[src/rtl/brcc_pkg.sv]
// ---------------------------------------------------------------------------
// brcc_pkg: shared types and constants of the balance controller
// Fixed field widths, loop limits, register indexes, sequencer states and
// the operand bundle of the gain-serial multiply-accumulate unit.
// ---------------------------------------------------------------------------
package brcc_pkg;

  // Gain-serial multiply-accumulate unit
  localparam int GAIN_W    = 32;
  localparam int MAC_XW    = 32;
  localparam int MAC_AW    = MAC_XW + 2;
  localparam int MAC_PW    = MAC_AW + GAIN_W;
  localparam int MAC_STEPS = GAIN_W;
  localparam int MAC_CW    = $clog2(MAC_STEPS);

  // Low-pass filter divide by ten, one quotient bit per cycle
  localparam int NUM_W     = 21;
  localparam int MAG_W     = NUM_W - 1;
  localparam int FE_W      = 18;
  localparam int DIV_STEPS = MAG_W;
  localparam int DIV_CW    = $clog2(DIV_STEPS);
  localparam int FILT_DEN  = 10;
  localparam int REM_W     = 4;

  // Loop limits
  localparam int SPEED_FWD_MAX  = 15;
  localparam int SPEED_TURN_MAX = 80;
  localparam int TURN_STEP      = 30;
  localparam int NEAR_DISTANCE  = 50;
  localparam int INTEGRAL_MAX   = 10000;
  localparam int DIFF_MAX       = 1073741824;

  // Register reset values
  localparam int          BAL_ANGLE_RST  = -1485;
  localparam logic [31:0] UPRIGHT_KP_RST = 32'd18350080;
  localparam logic [31:0] UPRIGHT_KD_RST = 32'd75366;
  localparam logic [31:0] SPEED_KP_RST   = 32'd19661;
  localparam logic [31:0] SPEED_KI_RST   = 32'd98;
  localparam logic [31:0] STEER_KP_RST   = 32'd0;
  localparam logic [31:0] STEER_KD_RST   = 32'd0;
  localparam logic [15:0] PWM_LIMIT_RST  = 16'd7200;

  typedef enum logic [2:0] {
    CFG_BALANCE_ANGLE = 3'd0,
    CFG_UPRIGHT_KP    = 3'd1,
    CFG_UPRIGHT_KD    = 3'd2,
    CFG_SPEED_KP      = 3'd3,
    CFG_SPEED_KI      = 3'd4,
    CFG_STEER_KP      = 3'd5,
    CFG_STEER_KD      = 3'd6,
    CFG_PWM_LIMIT     = 3'd7
  } cfg_idx_e;

  typedef enum logic [3:0] {
    ST_IDLE,
    ST_ERR,
    ST_NUM,
    ST_DIV_GO,
    ST_DIV_RUN,
    ST_INTG,
    ST_VT_GO,
    ST_VT_RUN,
    ST_DIFF,
    ST_U_GO,
    ST_U_RUN,
    ST_MIX
  } st_e;

  // Operands of one two-product accumulate: ga * xa + gb * xb
  typedef struct packed {
    logic signed [MAC_XW-1:0] xa;
    logic signed [MAC_XW-1:0] xb;
    logic        [GAIN_W-1:0] ga;
    logic        [GAIN_W-1:0] gb;
  } mac_op_t;

endpackage

[src/rtl/brcc_div10.sv]
// ---------------------------------------------------------------------------
// brcc_div10: signed divide by ten, truncated toward zero
// Restoring division of the magnitude, one quotient bit per cycle with a
// narrow remainder register; the sign is applied at the output.
// ---------------------------------------------------------------------------
module brcc_div10 (
  input  logic                               clk_i,
  input  logic                               rst_ni,
  input  logic                               start_i,
  input  logic signed [brcc_pkg::NUM_W-1:0]  num_i,
  output logic                               done_o,
  output logic signed [brcc_pkg::FE_W-1:0]   quot_o
);

  localparam int NW = brcc_pkg::NUM_W;
  localparam int MW = brcc_pkg::MAG_W;
  localparam int FW = brcc_pkg::FE_W;
  localparam int CW = brcc_pkg::DIV_CW;
  localparam int RW = brcc_pkg::REM_W;
  localparam int TW = RW + 1;

  logic          neg_q;
  logic [MW-1:0] mag_q;
  logic [MW-1:0] quo_q;
  logic [RW-1:0] rem_q;
  logic [CW-1:0] cnt_q;
  logic          busy_q;
  logic          done_q;

  logic [NW-1:0] abs_num;
  logic [TW-1:0] trial;
  logic          ge;
  logic [FW-1:0] qmag;

  always_comb begin
    abs_num = num_i[NW-1] ? NW'(-num_i) : num_i;
    trial   = {rem_q, mag_q[MW-1]};
    ge      = (trial >= TW'(brcc_pkg::FILT_DEN));
    qmag    = {1'b0, quo_q[FW-2:0]};
  end

  always_ff @(posedge clk_i or negedge rst_ni) begin
    if (!rst_ni) begin
      busy_q <= 1'b0;
      done_q <= 1'b0;
      cnt_q  <= '0;
    end else begin
      done_q <= 1'b0;
      if (start_i) begin
        busy_q <= 1'b1;
        cnt_q  <= '0;
      end else if (busy_q) begin
        cnt_q <= cnt_q + CW'(1);
        if (cnt_q == CW'(brcc_pkg::DIV_STEPS - 1)) begin
          busy_q <= 1'b0;
          done_q <= 1'b1;
        end
      end
    end
  end

  // Shift the magnitude out MSB first, quotient bits in at the LSB
  always_ff @(posedge clk_i) begin
    if (start_i) begin
      neg_q <= num_i[NW-1];
      mag_q <= abs_num[MW-1:0];
      rem_q <= '0;
      quo_q <= '0;
    end else if (busy_q) begin
      mag_q <= {mag_q[MW-2:0], 1'b0};
      rem_q <= ge ? RW'(trial - TW'(brcc_pkg::FILT_DEN)) : trial[RW-1:0];
      quo_q <= {quo_q[MW-2:0], ge};
    end
  end

  assign done_o = done_q;
  assign quot_o = neg_q ? -$signed(qmag) : $signed(qmag);

endmodule

[src/rtl/brcc_mac.sv]
// ---------------------------------------------------------------------------
// brcc_mac: gain-serial two-product multiply-accumulate
// Forms ga * xa + gb * xb with unsigned gains and signed operands, one gain
// bit per cycle; the low product bits leave through a shift register.
// ---------------------------------------------------------------------------
module brcc_mac (
  input  logic                               clk_i,
  input  logic                               rst_ni,
  input  logic                               start_i,
  input  brcc_pkg::mac_op_t                  op_i,
  output logic                               done_o,
  output logic signed [brcc_pkg::MAC_PW-1:0] prod_o
);

  localparam int XW = brcc_pkg::MAC_XW;
  localparam int AW = brcc_pkg::MAC_AW;
  localparam int GW = brcc_pkg::GAIN_W;
  localparam int CW = brcc_pkg::MAC_CW;

  logic        [GW-1:0] ga_q;
  logic        [GW-1:0] gb_q;
  logic signed [XW-1:0] xa_q;
  logic signed [XW-1:0] xb_q;
  logic signed [AW-1:0] hi_q;
  logic        [GW-1:0] lo_q;
  logic        [CW-1:0] cnt_q;
  logic                 busy_q;
  logic                 done_q;

  logic signed [AW-1:0] sum;

  always_comb begin
    sum = hi_q;
    if (ga_q[0]) begin
      sum = sum + AW'(xa_q);
    end
    if (gb_q[0]) begin
      sum = sum + AW'(xb_q);
    end
  end

  always_ff @(posedge clk_i or negedge rst_ni) begin
    if (!rst_ni) begin
      busy_q <= 1'b0;
      done_q <= 1'b0;
      cnt_q  <= '0;
    end else begin
      done_q <= 1'b0;
      if (start_i) begin
        busy_q <= 1'b1;
        cnt_q  <= '0;
      end else if (busy_q) begin
        cnt_q <= cnt_q + CW'(1);
        if (cnt_q == CW'(brcc_pkg::MAC_STEPS - 1)) begin
          busy_q <= 1'b0;
          done_q <= 1'b1;
        end
      end
    end
  end

  // Add the selected operands into the high part, then shift one bit down
  always_ff @(posedge clk_i) begin
    if (start_i) begin
      ga_q <= op_i.ga;
      gb_q <= op_i.gb;
      xa_q <= op_i.xa;
      xb_q <= op_i.xb;
      hi_q <= '0;
      lo_q <= '0;
    end else if (busy_q) begin
      ga_q <= {1'b0, ga_q[GW-1:1]};
      gb_q <= {1'b0, gb_q[GW-1:1]};
      hi_q <= {sum[AW-1], sum[AW-1:1]};
      lo_q <= {sum[0], lo_q[GW-1:1]};
    end
  end

  assign done_o = done_q;
  assign prod_o = {hi_q, lo_q};

endmodule

[src/rtl/balance_robot_cascaded_controller.sv]
// ---------------------------------------------------------------------------
// balance_robot_cascaded_controller: two-wheel balance cascaded controller
// Per control tick: ramp the forward and turn targets, filter the wheel
// speed error, run the velocity PI, upright PD and turn PD stages and mix
// the two motor drives, each clamped to +-pwm_limit.
//
//   channel  | direction | handshake                    | payload
//   ---------+-----------+------------------------------+---------------------
//   s_axis   | in        | s_axis_tvalid/s_axis_tready  | one control tick
//   m_axis   | out       | m_axis_tvalid/m_axis_tready  | both motor drives
//   cfg      | in        | cfg_we_i (no wait)           | gains, angle, limit
//
// - From request acceptance to result the sequencer runs the divide-by-ten
//   of the filter, the velocity and turn products (two units side by side)
//   and the upright product, with register steps between them.
// - The 32 gain bits, taken one per cycle by the multiply-accumulate
//   units, set the length of each product pass.
// - One request at a time; the next one is taken the cycle after a result
//   enters the output register, even while that result still waits.
// - A stalled output holds the sequencer in its last step.
// - Reset clears the targets, the filter and the integral, and loads the
//   register defaults; no clearing pass.
// ---------------------------------------------------------------------------
module balance_robot_cascaded_controller (
  input  logic        clk_i,
  input  logic        rst_ni,
  // configuration write port
  input  logic        cfg_we_i,
  input  logic [2:0]  cfg_addr_i,
  input  logic [31:0] cfg_wdata_i,
  // control tick in
  input  logic        s_axis_tvalid,
  output logic        s_axis_tready,
  // from bit 0: enc_left[16], enc_right[16], pitch[17], rate_pitch[16],
  // rate_yaw[16], cmd_fore, cmd_back, cmd_left, cmd_right, distance[8],
  // stop_request, zero fill
  input  logic [95:0] s_axis_tdata,
  // motor drives out
  output logic        m_axis_tvalid,
  input  logic        m_axis_tready,
  // from bit 0: drive_left[17], drive_right[17], zero fill
  output logic [39:0] m_axis_tdata
);

  localparam int PW = brcc_pkg::MAC_PW;

  localparam logic signed [5:0]  FWD_MAX   = 6'(brcc_pkg::SPEED_FWD_MAX);
  localparam logic signed [9:0]  TURN_MAX  = 10'(brcc_pkg::SPEED_TURN_MAX);
  localparam logic signed [9:0]  TURN_STEP = 10'(brcc_pkg::TURN_STEP);
  localparam logic        [7:0]  NEAR_DIST = 8'(brcc_pkg::NEAR_DISTANCE);
  localparam logic signed [18:0] INT_MAX   = 19'(brcc_pkg::INTEGRAL_MAX);
  localparam logic signed [46:0] DIFF_MAX  = 47'(brcc_pkg::DIFF_MAX);

  // ------------------------------------------------------------------
  // Input field decode
  // ------------------------------------------------------------------
  logic signed [15:0] in_enc_left;
  logic signed [15:0] in_enc_right;
  logic signed [16:0] in_pitch;
  logic signed [15:0] in_rate_pitch;
  logic signed [15:0] in_rate_yaw;
  logic               in_fore;
  logic               in_back;
  logic               in_left;
  logic               in_right;
  logic        [7:0]  in_distance;
  logic               in_stop;
  logic               in_req;

  assign in_enc_left   = s_axis_tdata[15:0];
  assign in_enc_right  = s_axis_tdata[31:16];
  assign in_pitch      = s_axis_tdata[48:32];
  assign in_rate_pitch = s_axis_tdata[64:49];
  assign in_rate_yaw   = s_axis_tdata[80:65];
  assign in_fore       = s_axis_tdata[81];
  assign in_back       = s_axis_tdata[82];
  assign in_left       = s_axis_tdata[83];
  assign in_right      = s_axis_tdata[84];
  assign in_distance   = s_axis_tdata[92:85];
  assign in_stop       = s_axis_tdata[93];

  // ------------------------------------------------------------------
  // Registers
  // ------------------------------------------------------------------
  brcc_pkg::st_e      state_q, state_d;

  logic signed [16:0] bal_angle_q;
  logic        [31:0] upright_kp_q;
  logic        [31:0] upright_kd_q;
  logic        [31:0] speed_kp_q;
  logic        [31:0] speed_ki_q;
  logic        [31:0] steer_kp_q;
  logic        [31:0] steer_kd_q;
  logic        [15:0] pwm_limit_q;

  logic signed [4:0]  tgt_speed_q, tgt_speed_d;
  logic signed [7:0]  turn_speed_q, turn_speed_d;
  logic signed [17:0] filt_err_q, filt_err_d;
  logic signed [14:0] err_int_q, err_int_d;
  logic               out_valid_q, out_valid_d;

  logic signed [15:0] enc_left_q;
  logic signed [15:0] enc_right_q;
  logic signed [16:0] pitch_q;
  logic signed [15:0] rate_pitch_q;
  logic signed [15:0] rate_yaw_q;
  logic               turn_cmd_q;
  logic               stop_q;
  logic signed [17:0] err_q;
  logic signed [20:0] num_q;
  logic signed [36:0] v_q;
  logic signed [33:0] t_q;
  logic signed [31:0] diff_q;
  logic signed [40:0] u_q;
  logic signed [16:0] drive_left_q;
  logic signed [16:0] drive_right_q;

  // ------------------------------------------------------------------
  // Datapath step logic
  // ------------------------------------------------------------------
  logic signed [5:0]  ts_step;
  logic signed [4:0]  tgt_next;
  logic signed [9:0]  tn_step;
  logic signed [7:0]  turn_next;
  logic signed [17:0] err_calc;
  logic signed [20:0] e21, f21, num_calc;
  logic signed [18:0] isum;
  logic signed [14:0] int_calc;
  logic signed [36:0] v_calc;
  logic signed [33:0] t_calc;
  logic signed [40:0] u_calc;
  logic signed [46:0] setpoint, dd;
  logic signed [31:0] diff_calc;
  logic signed [41:0] mix_u, mix_t, mix_lim;
  logic signed [16:0] left_calc, right_calc;

  logic                              div_start;
  logic                              div_done;
  logic signed [brcc_pkg::FE_W-1:0]  div_quot;
  logic                              mac_a_start;
  logic                              mac_b_start;
  logic                              mac_a_done;
  logic                              mac_b_done;
  brcc_pkg::mac_op_t                 mac_a_op;
  brcc_pkg::mac_op_t                 mac_b_op;
  logic signed [PW-1:0]              prod_a;
  logic signed [PW-1:0]              prod_b;
  logic                              out_load;

  function automatic logic signed [41:0] clamp_lim(input logic signed [41:0] x,
                                                   input logic signed [41:0] lim);
    logic signed [41:0] r;
    r = x;
    if (x > lim) begin
      r = lim;
    end else if (x < -lim) begin
      r = -lim;
    end
    return r;
  endfunction

  // Forward target: ramp by one, reverse the ramp when backing near an obstacle
  always_comb begin
    ts_step = 6'(tgt_speed_q);
    if (!in_fore && !in_back) begin
      ts_step = '0;
    end else if (in_fore && !in_back) begin
      ts_step = 6'(tgt_speed_q) - 6'sd1;
    end else if (in_back && !in_fore) begin
      if (in_distance < NEAR_DIST) begin
        ts_step = 6'(tgt_speed_q) - 6'sd1;
      end else begin
        ts_step = 6'(tgt_speed_q) + 6'sd1;
      end
    end
    if (ts_step > FWD_MAX) begin
      ts_step = FWD_MAX;
    end else if (ts_step < -FWD_MAX) begin
      ts_step = -FWD_MAX;
    end
    tgt_next = 5'(ts_step);
  end

  // Turn target: step per flag, drop to zero with no flag
  always_comb begin
    tn_step = 10'(turn_speed_q);
    if (!in_left && !in_right) begin
      tn_step = '0;
    end else begin
      if (in_left) begin
        tn_step = tn_step + TURN_STEP;
      end
      if (in_right) begin
        tn_step = tn_step - TURN_STEP;
      end
    end
    if (tn_step > TURN_MAX) begin
      tn_step = TURN_MAX;
    end else if (tn_step < -TURN_MAX) begin
      tn_step = -TURN_MAX;
    end
    turn_next = 8'(tn_step);
  end

  // Speed error, filter numerator 3*err + 7*filtered, integral update
  always_comb begin
    err_calc = 18'(enc_left_q) + 18'(enc_right_q) - 18'(tgt_speed_q);
    e21      = 21'(err_q);
    f21      = 21'(filt_err_q);
    num_calc = (e21 <<< 1) + e21 + (f21 <<< 3) - f21;
    isum     = 19'(err_int_q) + 19'(filt_err_q);
    if (isum > INT_MAX) begin
      isum = INT_MAX;
    end else if (isum < -INT_MAX) begin
      isum = -INT_MAX;
    end
    int_calc = stop_q ? '0 : 15'(isum);
  end

  // Drop the fraction bits, rounding negative results up toward zero
  always_comb begin
    v_calc = prod_a[52:16] + 37'(prod_a[PW-1] & (|prod_a[15:0]));
    t_calc = prod_b[49:16] + 34'(prod_b[PW-1] & (|prod_b[15:0]));
    u_calc = prod_a[64:24] + 41'(prod_a[PW-1] & (|prod_a[23:0]));
  end

  // Upright setpoint shifted by the velocity output, angle error saturated
  always_comb begin
    setpoint = $signed({{2{v_q[36]}}, v_q, 8'b0}) + 47'(bal_angle_q);
    dd       = 47'(pitch_q) - setpoint;
    if (dd > DIFF_MAX) begin
      dd = DIFF_MAX;
    end else if (dd < -DIFF_MAX) begin
      dd = -DIFF_MAX;
    end
    diff_calc = 32'(dd);
  end

  // Motor mix: upright minus / plus turn, each clamped to the drive limit
  always_comb begin
    mix_u      = 42'(u_q);
    mix_t      = 42'(t_q);
    mix_lim    = $signed({26'b0, pwm_limit_q});
    left_calc  = 17'(clamp_lim(mix_u - mix_t, mix_lim));
    right_calc = 17'(clamp_lim(mix_u + mix_t, mix_lim));
  end

  // Multiply-accumulate operands: unit A runs velocity then upright, B turn
  always_comb begin
    if (state_q == brcc_pkg::ST_U_GO) begin
      mac_a_op.xa = diff_q;
      mac_a_op.ga = upright_kp_q;
      mac_a_op.xb = 32'($signed({rate_pitch_q, 8'b0}));
      mac_a_op.gb = upright_kd_q;
    end else begin
      mac_a_op.xa = 32'(filt_err_q);
      mac_a_op.ga = speed_kp_q;
      mac_a_op.xb = 32'(err_int_q);
      mac_a_op.gb = speed_ki_q;
    end
    // Apply yaw damping only while no turn command is given
    mac_b_op.xa = 32'(rate_yaw_q);
    mac_b_op.ga = turn_cmd_q ? '0 : steer_kd_q;
    mac_b_op.xb = 32'(turn_speed_q);
    mac_b_op.gb = steer_kp_q;
  end

  // ------------------------------------------------------------------
  // Sequencer
  // ------------------------------------------------------------------
  assign in_req = s_axis_tvalid && s_axis_tready;

  always_comb begin
    state_d      = state_q;
    tgt_speed_d  = tgt_speed_q;
    turn_speed_d = turn_speed_q;
    filt_err_d   = filt_err_q;
    err_int_d    = err_int_q;
    div_start    = 1'b0;
    mac_a_start  = 1'b0;
    mac_b_start  = 1'b0;
    out_load     = 1'b0;
    unique case (state_q)
      brcc_pkg::ST_IDLE: begin
        if (in_req) begin
          tgt_speed_d  = tgt_next;
          turn_speed_d = turn_next;
          state_d      = brcc_pkg::ST_ERR;
        end
      end
      brcc_pkg::ST_ERR:    state_d = brcc_pkg::ST_NUM;
      brcc_pkg::ST_NUM:    state_d = brcc_pkg::ST_DIV_GO;
      brcc_pkg::ST_DIV_GO: begin
        div_start = 1'b1;
        state_d   = brcc_pkg::ST_DIV_RUN;
      end
      brcc_pkg::ST_DIV_RUN: begin
        if (div_done) begin
          filt_err_d = div_quot;
          state_d    = brcc_pkg::ST_INTG;
        end
      end
      brcc_pkg::ST_INTG: begin
        err_int_d = int_calc;
        state_d   = brcc_pkg::ST_VT_GO;
      end
      brcc_pkg::ST_VT_GO: begin
        mac_a_start = 1'b1;
        mac_b_start = 1'b1;
        state_d     = brcc_pkg::ST_VT_RUN;
      end
      brcc_pkg::ST_VT_RUN: begin
        if (mac_a_done && mac_b_done) begin
          state_d = brcc_pkg::ST_DIFF;
        end
      end
      brcc_pkg::ST_DIFF:   state_d = brcc_pkg::ST_U_GO;
      brcc_pkg::ST_U_GO: begin
        mac_a_start = 1'b1;
        state_d     = brcc_pkg::ST_U_RUN;
      end
      brcc_pkg::ST_U_RUN: begin
        if (mac_a_done) begin
          state_d = brcc_pkg::ST_MIX;
        end
      end
      brcc_pkg::ST_MIX: begin
        // Hold until the output register is free
        if (!out_valid_q || m_axis_tready) begin
          out_load = 1'b1;
          state_d  = brcc_pkg::ST_IDLE;
        end
      end
      default: state_d = brcc_pkg::ST_IDLE;
    endcase
    if (out_load) begin
      out_valid_d = 1'b1;
    end else if (m_axis_tready) begin
      out_valid_d = 1'b0;
    end else begin
      out_valid_d = out_valid_q;
    end
  end

  always_ff @(posedge clk_i or negedge rst_ni) begin
    if (!rst_ni) begin
      state_q      <= brcc_pkg::ST_IDLE;
      tgt_speed_q  <= '0;
      turn_speed_q <= '0;
      filt_err_q   <= '0;
      err_int_q    <= '0;
      out_valid_q  <= 1'b0;
    end else begin
      state_q      <= state_d;
      tgt_speed_q  <= tgt_speed_d;
      turn_speed_q <= turn_speed_d;
      filt_err_q   <= filt_err_d;
      err_int_q    <= err_int_d;
      out_valid_q  <= out_valid_d;
    end
  end

  // Configuration registers
  always_ff @(posedge clk_i or negedge rst_ni) begin
    if (!rst_ni) begin
      bal_angle_q  <= 17'(brcc_pkg::BAL_ANGLE_RST);
      upright_kp_q <= brcc_pkg::UPRIGHT_KP_RST;
      upright_kd_q <= brcc_pkg::UPRIGHT_KD_RST;
      speed_kp_q   <= brcc_pkg::SPEED_KP_RST;
      speed_ki_q   <= brcc_pkg::SPEED_KI_RST;
      steer_kp_q   <= brcc_pkg::STEER_KP_RST;
      steer_kd_q   <= brcc_pkg::STEER_KD_RST;
      pwm_limit_q  <= brcc_pkg::PWM_LIMIT_RST;
    end else if (cfg_we_i) begin
      unique case (brcc_pkg::cfg_idx_e'(cfg_addr_i))
        brcc_pkg::CFG_BALANCE_ANGLE: bal_angle_q  <= cfg_wdata_i[16:0];
        brcc_pkg::CFG_UPRIGHT_KP:    upright_kp_q <= cfg_wdata_i;
        brcc_pkg::CFG_UPRIGHT_KD:    upright_kd_q <= cfg_wdata_i;
        brcc_pkg::CFG_SPEED_KP:      speed_kp_q   <= cfg_wdata_i;
        brcc_pkg::CFG_SPEED_KI:      speed_ki_q   <= cfg_wdata_i;
        brcc_pkg::CFG_STEER_KP:      steer_kp_q   <= cfg_wdata_i;
        brcc_pkg::CFG_STEER_KD:      steer_kd_q   <= cfg_wdata_i;
        brcc_pkg::CFG_PWM_LIMIT:     pwm_limit_q  <= cfg_wdata_i[15:0];
      endcase
    end
  end

  // Payload registers, loaded by sequencer step
  always_ff @(posedge clk_i) begin
    if (in_req) begin
      enc_left_q   <= in_enc_left;
      enc_right_q  <= in_enc_right;
      pitch_q      <= in_pitch;
      rate_pitch_q <= in_rate_pitch;
      rate_yaw_q   <= in_rate_yaw;
      turn_cmd_q   <= in_left || in_right;
      stop_q       <= in_stop;
    end
    if (state_q == brcc_pkg::ST_ERR) begin
      err_q <= err_calc;
    end
    if (state_q == brcc_pkg::ST_NUM) begin
      num_q <= num_calc;
    end
    if (state_q == brcc_pkg::ST_VT_RUN && mac_a_done && mac_b_done) begin
      v_q <= v_calc;
      t_q <= t_calc;
    end
    if (state_q == brcc_pkg::ST_DIFF) begin
      diff_q <= diff_calc;
    end
    if (state_q == brcc_pkg::ST_U_RUN && mac_a_done) begin
      u_q <= u_calc;
    end
    if (out_load) begin
      drive_left_q  <= left_calc;
      drive_right_q <= right_calc;
    end
  end

  // ------------------------------------------------------------------
  // Arithmetic units
  // ------------------------------------------------------------------
  brcc_div10 u_div10 (
    .clk_i   (clk_i),
    .rst_ni  (rst_ni),
    .start_i (div_start),
    .num_i   (num_q),
    .done_o  (div_done),
    .quot_o  (div_quot)
  );

  brcc_mac u_mac_a (
    .clk_i   (clk_i),
    .rst_ni  (rst_ni),
    .start_i (mac_a_start),
    .op_i    (mac_a_op),
    .done_o  (mac_a_done),
    .prod_o  (prod_a)
  );

  brcc_mac u_mac_b (
    .clk_i   (clk_i),
    .rst_ni  (rst_ni),
    .start_i (mac_b_start),
    .op_i    (mac_b_op),
    .done_o  (mac_b_done),
    .prod_o  (prod_b)
  );

  assign s_axis_tready = (state_q == brcc_pkg::ST_IDLE);
  assign m_axis_tvalid = out_valid_q;
  assign m_axis_tdata  = {6'b0, drive_right_q, drive_left_q};

`ifndef SYNTHESIS
  a_tgt_range: assert property (@(posedge clk_i) disable iff (!rst_ni)
    (tgt_speed_q <= brcc_pkg::SPEED_FWD_MAX) && (tgt_speed_q >= -brcc_pkg::SPEED_FWD_MAX))
    else $error("forward target left its range");

  a_turn_range: assert property (@(posedge clk_i) disable iff (!rst_ni)
    (turn_speed_q <= brcc_pkg::SPEED_TURN_MAX) &&
    (turn_speed_q >= -brcc_pkg::SPEED_TURN_MAX))
    else $error("turn target left its range");

  a_int_range: assert property (@(posedge clk_i) disable iff (!rst_ni)
    (err_int_q <= brcc_pkg::INTEGRAL_MAX) && (err_int_q >= -brcc_pkg::INTEGRAL_MAX))
    else $error("velocity integral left its range");

  a_drive_limit: assert property (@(posedge clk_i) disable iff (!rst_ni)
    m_axis_tvalid |->
      (drive_left_q <= $signed({1'b0, pwm_limit_q})) &&
      (drive_left_q >= -$signed({1'b0, pwm_limit_q})) &&
      (drive_right_q <= $signed({1'b0, pwm_limit_q})) &&
      (drive_right_q >= -$signed({1'b0, pwm_limit_q})))
    else $error("motor drive beyond the drive limit");

  a_unit_done: assert property (@(posedge clk_i) disable iff (!rst_ni)
    (div_done || mac_a_done || mac_b_done) |->
      ((div_done && state_q == brcc_pkg::ST_DIV_RUN) ||
       (mac_a_done && state_q == brcc_pkg::ST_VT_RUN) ||
       (mac_a_done && state_q == brcc_pkg::ST_U_RUN)))
    else $error("arithmetic unit finished outside its sequencer step");
`endif

endmodule
[config.mk]
export PLATFORM = sky130hd
export DESIGN_NAME = balance_robot_cascaded_controller
export DESIGN_NICKNAME = d
export VERILOG_FILES = /design/src/rtl/brcc_pkg.sv /design/src/rtl/brcc_div10.sv /design/src/rtl/brcc_mac.sv /design/src/rtl/balance_robot_cascaded_controller.sv
export SDC_FILE = /design/constraint.sdc
export NUM_CORES = 2
export LEC_CHECK = 0
export BUFFER_PORTS_ARGS = -buffer_cell sky130_fd_sc_hd__buf_2
export CAP_MARGIN = 0
export CORE_ASPECT_RATIO = 0.6
export CORE_MARGIN = 2
export CORE_UTILIZATION = 45
export DETAILED_ROUTE_END_ITERATION = 16
export SKIP_CTS_REPAIR_TIMING = 1
export SYNTH_ARGS = -nofsm -noshare
export SYNTH_HDL_FRONTEND = slang
export SYNTH_HIERARCHICAL = 1
export SYNTH_SLANG_ARGS = --single-unit
[constraint.sdc]
create_clock -name clk_i -period 9.6 [get_ports clk_i]
set_input_delay 1.92 -clock clk_i [delete_from_list [all_inputs] [get_ports clk_i]]
set_output_delay 1.92 -clock clk_i [all_outputs]
set_load 0.01 [all_outputs]
Word-level counts from Yosys, hierarchy flattened
Index checks and enable logic that the tools add are counted.
Cells by class
  equal/unequal tests: 26
  multiply operators: 0
  add/sub/neg operators: 28
  $lt $le $gt $ge: 14
  divide/modulo/power cells: 0
  multiplexer cells: 76
  reductions and logical operators: 38
  shifts and indexed selects: 0
  bitwise gates (word level): 3
Operator list (count)
  $mux 32: 10
  $mux 34: 4
  $mux 128: 1
  $gt 42x17->1: 2
  $lt 42x42->1: 2
  $mux 20: 3
  $pmux 4 s12: 1
  $gt 47x32->1 const B: 1
  $lt 47x31->1 const B: 1
  $sub 17x46->47: 1
  $add 45x17->46: 1
  $mux 15: 3
  $add 41x34->42: 1
  $neg 16->42: 1
  $sub 41x34->42: 1
  $add 41x1->41: 1
  $mux 10: 4
  $mux 5: 8
  $add 37x1->37: 1
  $add 33x16->34: 1
  $add 33x32->34: 1
  $add 34x1->34: 1
  $add 34x32->34: 1
  $add 34x8->34: 1
  51 further kinds: 133
Word-level totals
  output and inout bits: 42
  memory bits (writable): 0
  register bits after elaboration: 985
  memories kept: 0
  input bits: 136
  bits in read-only memories: 0
  latch bits: 0

Logic depth before layout (Yosys ltp)
  depth after elaboration: 9
  gate-level depth with buffers: 26
  mapped depth without buffers: 25

By module
Netlist, hierarchy kept.
By module, submodules not included
  balance_robot_cascaded_controller: area each 40866.7 um^2, instances 1, cells each 4173, sequential area each 15961.6 um^2
  brcc_mac at u_mac_a: area each 11388.4 um^2, instances 1, cells each 1066, sequential area each 5320.1 um^2
  brcc_mac at u_mac_b: area each 11350.9 um^2, instances 1, cells each 1054, sequential area each 5320.1 um^2
  brcc_div10: area each 2832.7 um^2, instances 1, cells each 296, sequential area each 1226.2 um^2

Worst setup path before layout
No wires, ideal clock.
  kind: register to register
  from: reg state_q[0]
  to: reg u_mac_a.ga_q[0] (enable)
  period minus slack after synthesis: 7.367 ns
  data required time: 9.206 ns
  arrival time: 6.973 ns
  stages on the path, launching flop included: 7
  setup time: 0.394 ns
  setup slack: 2.233 ns
  cell sequence: dfrtp_1 -> clkbuf_1 -> nand2b_1 -> o21ai_0 -> clkbuf_1 -> clkbuf_1 -> or2_2
Between the ends
  cells in the longest elaborated chain, start to end: 4
  elaborated cells between the ends (all ways): 5
  those cells by class: eq/ne (2); mux (1); reduce/logical (2)
RTL lines
  start: declaration: line balance_robot_cascaded_controller.sv:85  | brcc_pkg::st_e state_q, state_d;
  start signal: assignment: line balance_robot_cascaded_controller.sv:347  | state_q <= brcc_pkg::ST_IDLE;
  start signal: assignment: line balance_robot_cascaded_controller.sv:354  | state_q <= state_d;
  $eq 4x4->1 or $eq 4x3->1 (tied branches): line balance_robot_cascaded_controller.sv:283  | unique case (state_q)
  $reduce_or 2->1 (no line) (*)
  $mux 1 (*): line balance_robot_cascaded_controller.sv:283
  net mac_a_start: line balance_robot_cascaded_controller.sv:140  | logic mac_a_start;
  $reduce_bool 2->1 (no line) (*)
  end signal: assignment: line brcc_mac.sv:65  | ga_q <= op_i.ga;
  end signal: assignment: line brcc_mac.sv:72  | ga_q <= {1'b0, ga_q[GW-1:1]};
  end: declaration: line brcc_mac.sv:20  | logic [GW-1:0] ga_q;
Mark *: on every way through the listed nets, which the timed path passes. The rest lies on a longest branch.
A chain may end at the register's enable or synchronous reset.

Worst setup path in the final report
  from: reg t_q[33]
  to: reg drive_left_q[12], data pin
Between the ends
  cells in the longest elaborated chain, start to end: 4
  elaborated cells between the ends (all ways): 5
  those cells by class: add/sub (1); order compare (2); mux (2)
RTL lines
  start: declaration: line balance_robot_cascaded_controller.sv:112  | logic signed [33:0] t_q;
  start signal: assignment: line balance_robot_cascaded_controller.sv:407  | t_q <= t_calc;
  $sub 41x34->42 (*): line balance_robot_cascaded_controller.sv:244  | left_calc = 17'(clamp_lim(mix_u - mix_t, mix_lim));
  $lt 42x42->1: line balance_robot_cascaded_controller.sv:156  | end else if (x < -lim) begin
  $mux 17: line balance_robot_cascaded_controller.sv:156
  $mux 16 (*): line balance_robot_cascaded_controller.sv:154  | if (x > lim) begin
  net left_calc[12]: line balance_robot_cascaded_controller.sv:135  | logic signed [16:0] left_calc, right_calc;
  end signal: assignment: line balance_robot_cascaded_controller.sv:416  | drive_left_q <= left_calc;
  end: declaration: line balance_robot_cascaded_controller.sv:115  | logic signed [16:0] drive_left_q;
Marked as above.

==> flow_summary.json <==
{
  "finalClockSkew_ns": 0.0413,
  "combPwrFrac_pct": 41.0,
  "power_leakage_nw": 29.4,
  "critPathLaunch": "t_q[33]",
  "numCtsBuffers": 104,
  "yosys_warnings": 6,
  "grt_max_degree": 145,
  "grt_pass1_vias": 46700,
  "antenna_found_initial": 21,
  "cp_max_fo": 33,
  "fin_crit_ns": 6.88,
  "hpwlAfterDp_um": 140000,
  "report.final.slew_viol_count": 0,
  "setup_tns_ns": 0,
  "yosysSeqAreaShare_pct": 41.9,
  "fp-row-count": 109,
  "hold_class": "reg2reg",
  "drc": 0,
  "cts_sinks": 1025,
  "clock_latency_ns": 0.75,
  "syn_area_um2": 66400,
  "cts_tree": "built",
  "final-setup-viol-count": 0,
  "grt-busiest-layer": "met1",
  "syn_inst": 6589,
  "ctsHtreeMaxLevel": 3,
  "status": "complete, no violations",
  "use_met3_pct": 4.68,
  "fin_ws_ns": 2.72,
  "synth_seq_cells": 1025,
  "worstHoldStart": "rate_yaw_q[7]",
  "track_usage_pct": 24.5,
  "swShare_pct": 38.2,
  "endpoint_kind": "register",
  "drive_gt1_share_pct": 13.9,
  "nNetsFinal": 7314,
  "clockBufferDepth": 3,
  "ant_nets": 0,
  "met2_usage_pct": 31.5,
  "final_cell_area_um2": 72500,
  "grt_util_met1_pct": 41.5,
  "clk_pin_slew_worst_paths_ns": 0.06,
  "power_frac_seq_pct": 34.2,
  "place_inst": 8458,
  "dr.pass1.iters": 6,
  "r2r_start": "t_q[33]",
  "crit_arrival_ns": 7.39,
  "synth_top_area_cell": "edfxtp_1",
  "n_fill_cell": 13400,
  "area_growth_pct": 9.16,
  "max_slew_margin_pct": 8.57,
  "synth_top_area_share_pct": 26.1,
  "powerDensity_nw_per_um2": 234,
  "die-height_um": 302,
  "p_sw_mw": 6.50,
  "overflow": 0,
  "avgSynthCellArea_um2": 10.1,
  "dieArea_um2": 151000,
  "cts-root-buf": "clkbuf_16",
  "io_pins": 178,
  "die_x_um": 500,
  "synth-edff-count": 577,
  "viasPerCell": 5.84,
  "core_um2": 147000,
  "dpl_cell_area_um2": 69000,
  "pre_cts_ws_ns": 2.99,
  "port-buffer-count": 168,
  "pwr-share-clk_pct": 24.8,
  "final_cells": 8659,
  "cap_violations": 0,
  "synthArstFlopShare_pct": 29.0,
  "grt_pass1_wl_um": 287000,
  "fin_crit_sh_pct": 71.7,
  "gp_congestion": 0.952,
  "synth-main-ff-cell": "edfxtp_1",
  "path_class": "reg2reg",
  "peakVddDrop_uv": 166,
  "wl_per_cell_um": 21.7,
  "internal_power_mw": 10.5,
  "drt_iter0_drc": 5095,
  "ys_top_cells_by_area": "edfxtp_1, dfrtp_1, ha_1, mux2_2, dfxtp_1",
  "cp.required_ns": 10.11,
  "fin_util_pct": 49.4,
  "start_util_pct": 45.2,
  "ys_types": 120,
  "max_freq_mhz": 145,
  "grt_setup_unrepaired": "false",
  "drt_wl_total_um": 188000,
  "vias": 50600,
  "tightest_slew_ns": 1.36,
  "crit_path_start_kind": "register",
  "hold_viol": 0
}
[power by group through the flow]
stage,logic [mW],registers (mW),clock network [mW]
after floorplan,5.22,5.62,0
final,6.97,5.82,4.22
after CTS,6.81,5.81,4.32
after global placement,6.68,5.88,0
after global routing,7.66,5.88,4.50
after detailed placement,6.75,5.89,0
[final timing paths]
path / depth (start not counted) / to / slack [ns]
setup / recovery: 18 / drive_left_q[12] / 2.72
hold / removal: 0 / u_mac_b/xa_q[7] / 0.42
setup reg to reg: 18 / drive_left_q[12] / 2.72
hold reg to reg: 0 / u_mac_b/xa_q[7] / 0.42
max in group asynchronous: 2 / bal_angle_q[2] / 6.91
min in group asynchronous: 1 / steer_kp_q[8] / 1.24
[cells in the final DEF (no fill, tap or decap), types with 43 or more instances in the layout]
cell	instances
o21a_1	50
and3_1	64
buf_2	167
o21bai_1	62
a31oi_1	48
nand3_1	123
nor3_1	119
inv_1	399
nand2_1	651
nor4_1	48
dfrtp_1	258
a211oi_1	76
edfxtp_1	577
nor2b_1	90
o21ai_0	278
mux2i_1	134
clkbuf_16	106
mux2_2	410
o211ai_1	43
nand2b_1	46
xor2_1	142
a21oi_1	424
a21o_1	134
nor2_1	459
ha_1	461
nand4_1	90
dfxtp_1	151
xnor2_1	285
fa_1	95
[per-layer routing]
| metal | vias to the layer above | wire [um] |
|---|---|---|
| li1 | 23900 | - |
| met1 | 24800 | 98700 |
| met2 | 1759 | 70400 |
| met5 | - | 13 |
| met4 | 2 | 2390 |
| met3 | 164 | 16000 |
[per-stage QoR]
step	total power, mW	hold slack [ns]
after floorplan	10.8	0.400
after CTS	16.9	0.430
after global routing	18.0	0.436
after detailed placement	12.6	0.414
final	17.0	0.424
after global placement	12.6	0.407
[cell usage after synthesis, drive strengths merged (50+ instances only)]
cell type / number
mux2: 412
nor3: 130
nor2: 461
clkbuf: 214
nand4: 91
a21o: 134
mux2i: 134
dfrtp: 260
dfxtp: 151
and3: 64
xor2: 142
nand2: 652
ha: 461
nor4: 52
o21a: 50
a21oi: 426
xnor2: 286
edfxtp: 577
buf: 76
a211oi: 80
o21ai: 296
nor2b: 90
o21bai: 62
fa: 95
nand3: 123
inv: 403
[sequential cells by signal (all words and copies together), names as in the netlist, 33 cells and up]
name / cells
t_q: 34
v_q: 37
u_mac_b/hi_q: 33
u_q: 41
u_mac_a/hi_q: 33
[cell families after synthesis]
logic type	count (synthesis)	synth area share, %
compound gates	1444	14.2
xor+xnor	428	5.65
fa+ha+maj	559	11.6
buf+inv	698	4.11
flops	1025	41.9
mux	546	9.01
other cells	1	0.00564
simple gates	1888	13.5
[worst max-delay path: stages (launching register included)]
cell       delay [ns]
edfxtp_1         0.64
inv_1            0.31
ha_1             0.61
inv_1            0.22
nor3_1           0.61
nand3_1          0.21
o22ai_1          0.33
inv_1            0.13
a2111oi_0        0.48
o21ai_0          0.24
and2_1           0.19
ha_1             0.29
nor3_1           0.13
mux2i_1          0.15
and3_1           0.19
a21oi_1          0.20
nand2_1          0.78
or2_2            0.60
a31oi_1          0.31
[cell type report]
type	instances	area [um2]	share of cell area [%]
tap	1942	2430	3.35
multi-input combinational	4871	36000	49.6
timing repair buffer	212	1220	1.68
clock inverter	62	693	0.956
antenna	4	10.0	0.0138
sequential	1025	27800	38.4
clock buffer	135	2810	3.88
inverter	408	1530	2.12
Power figures use the tool's default switching activity.
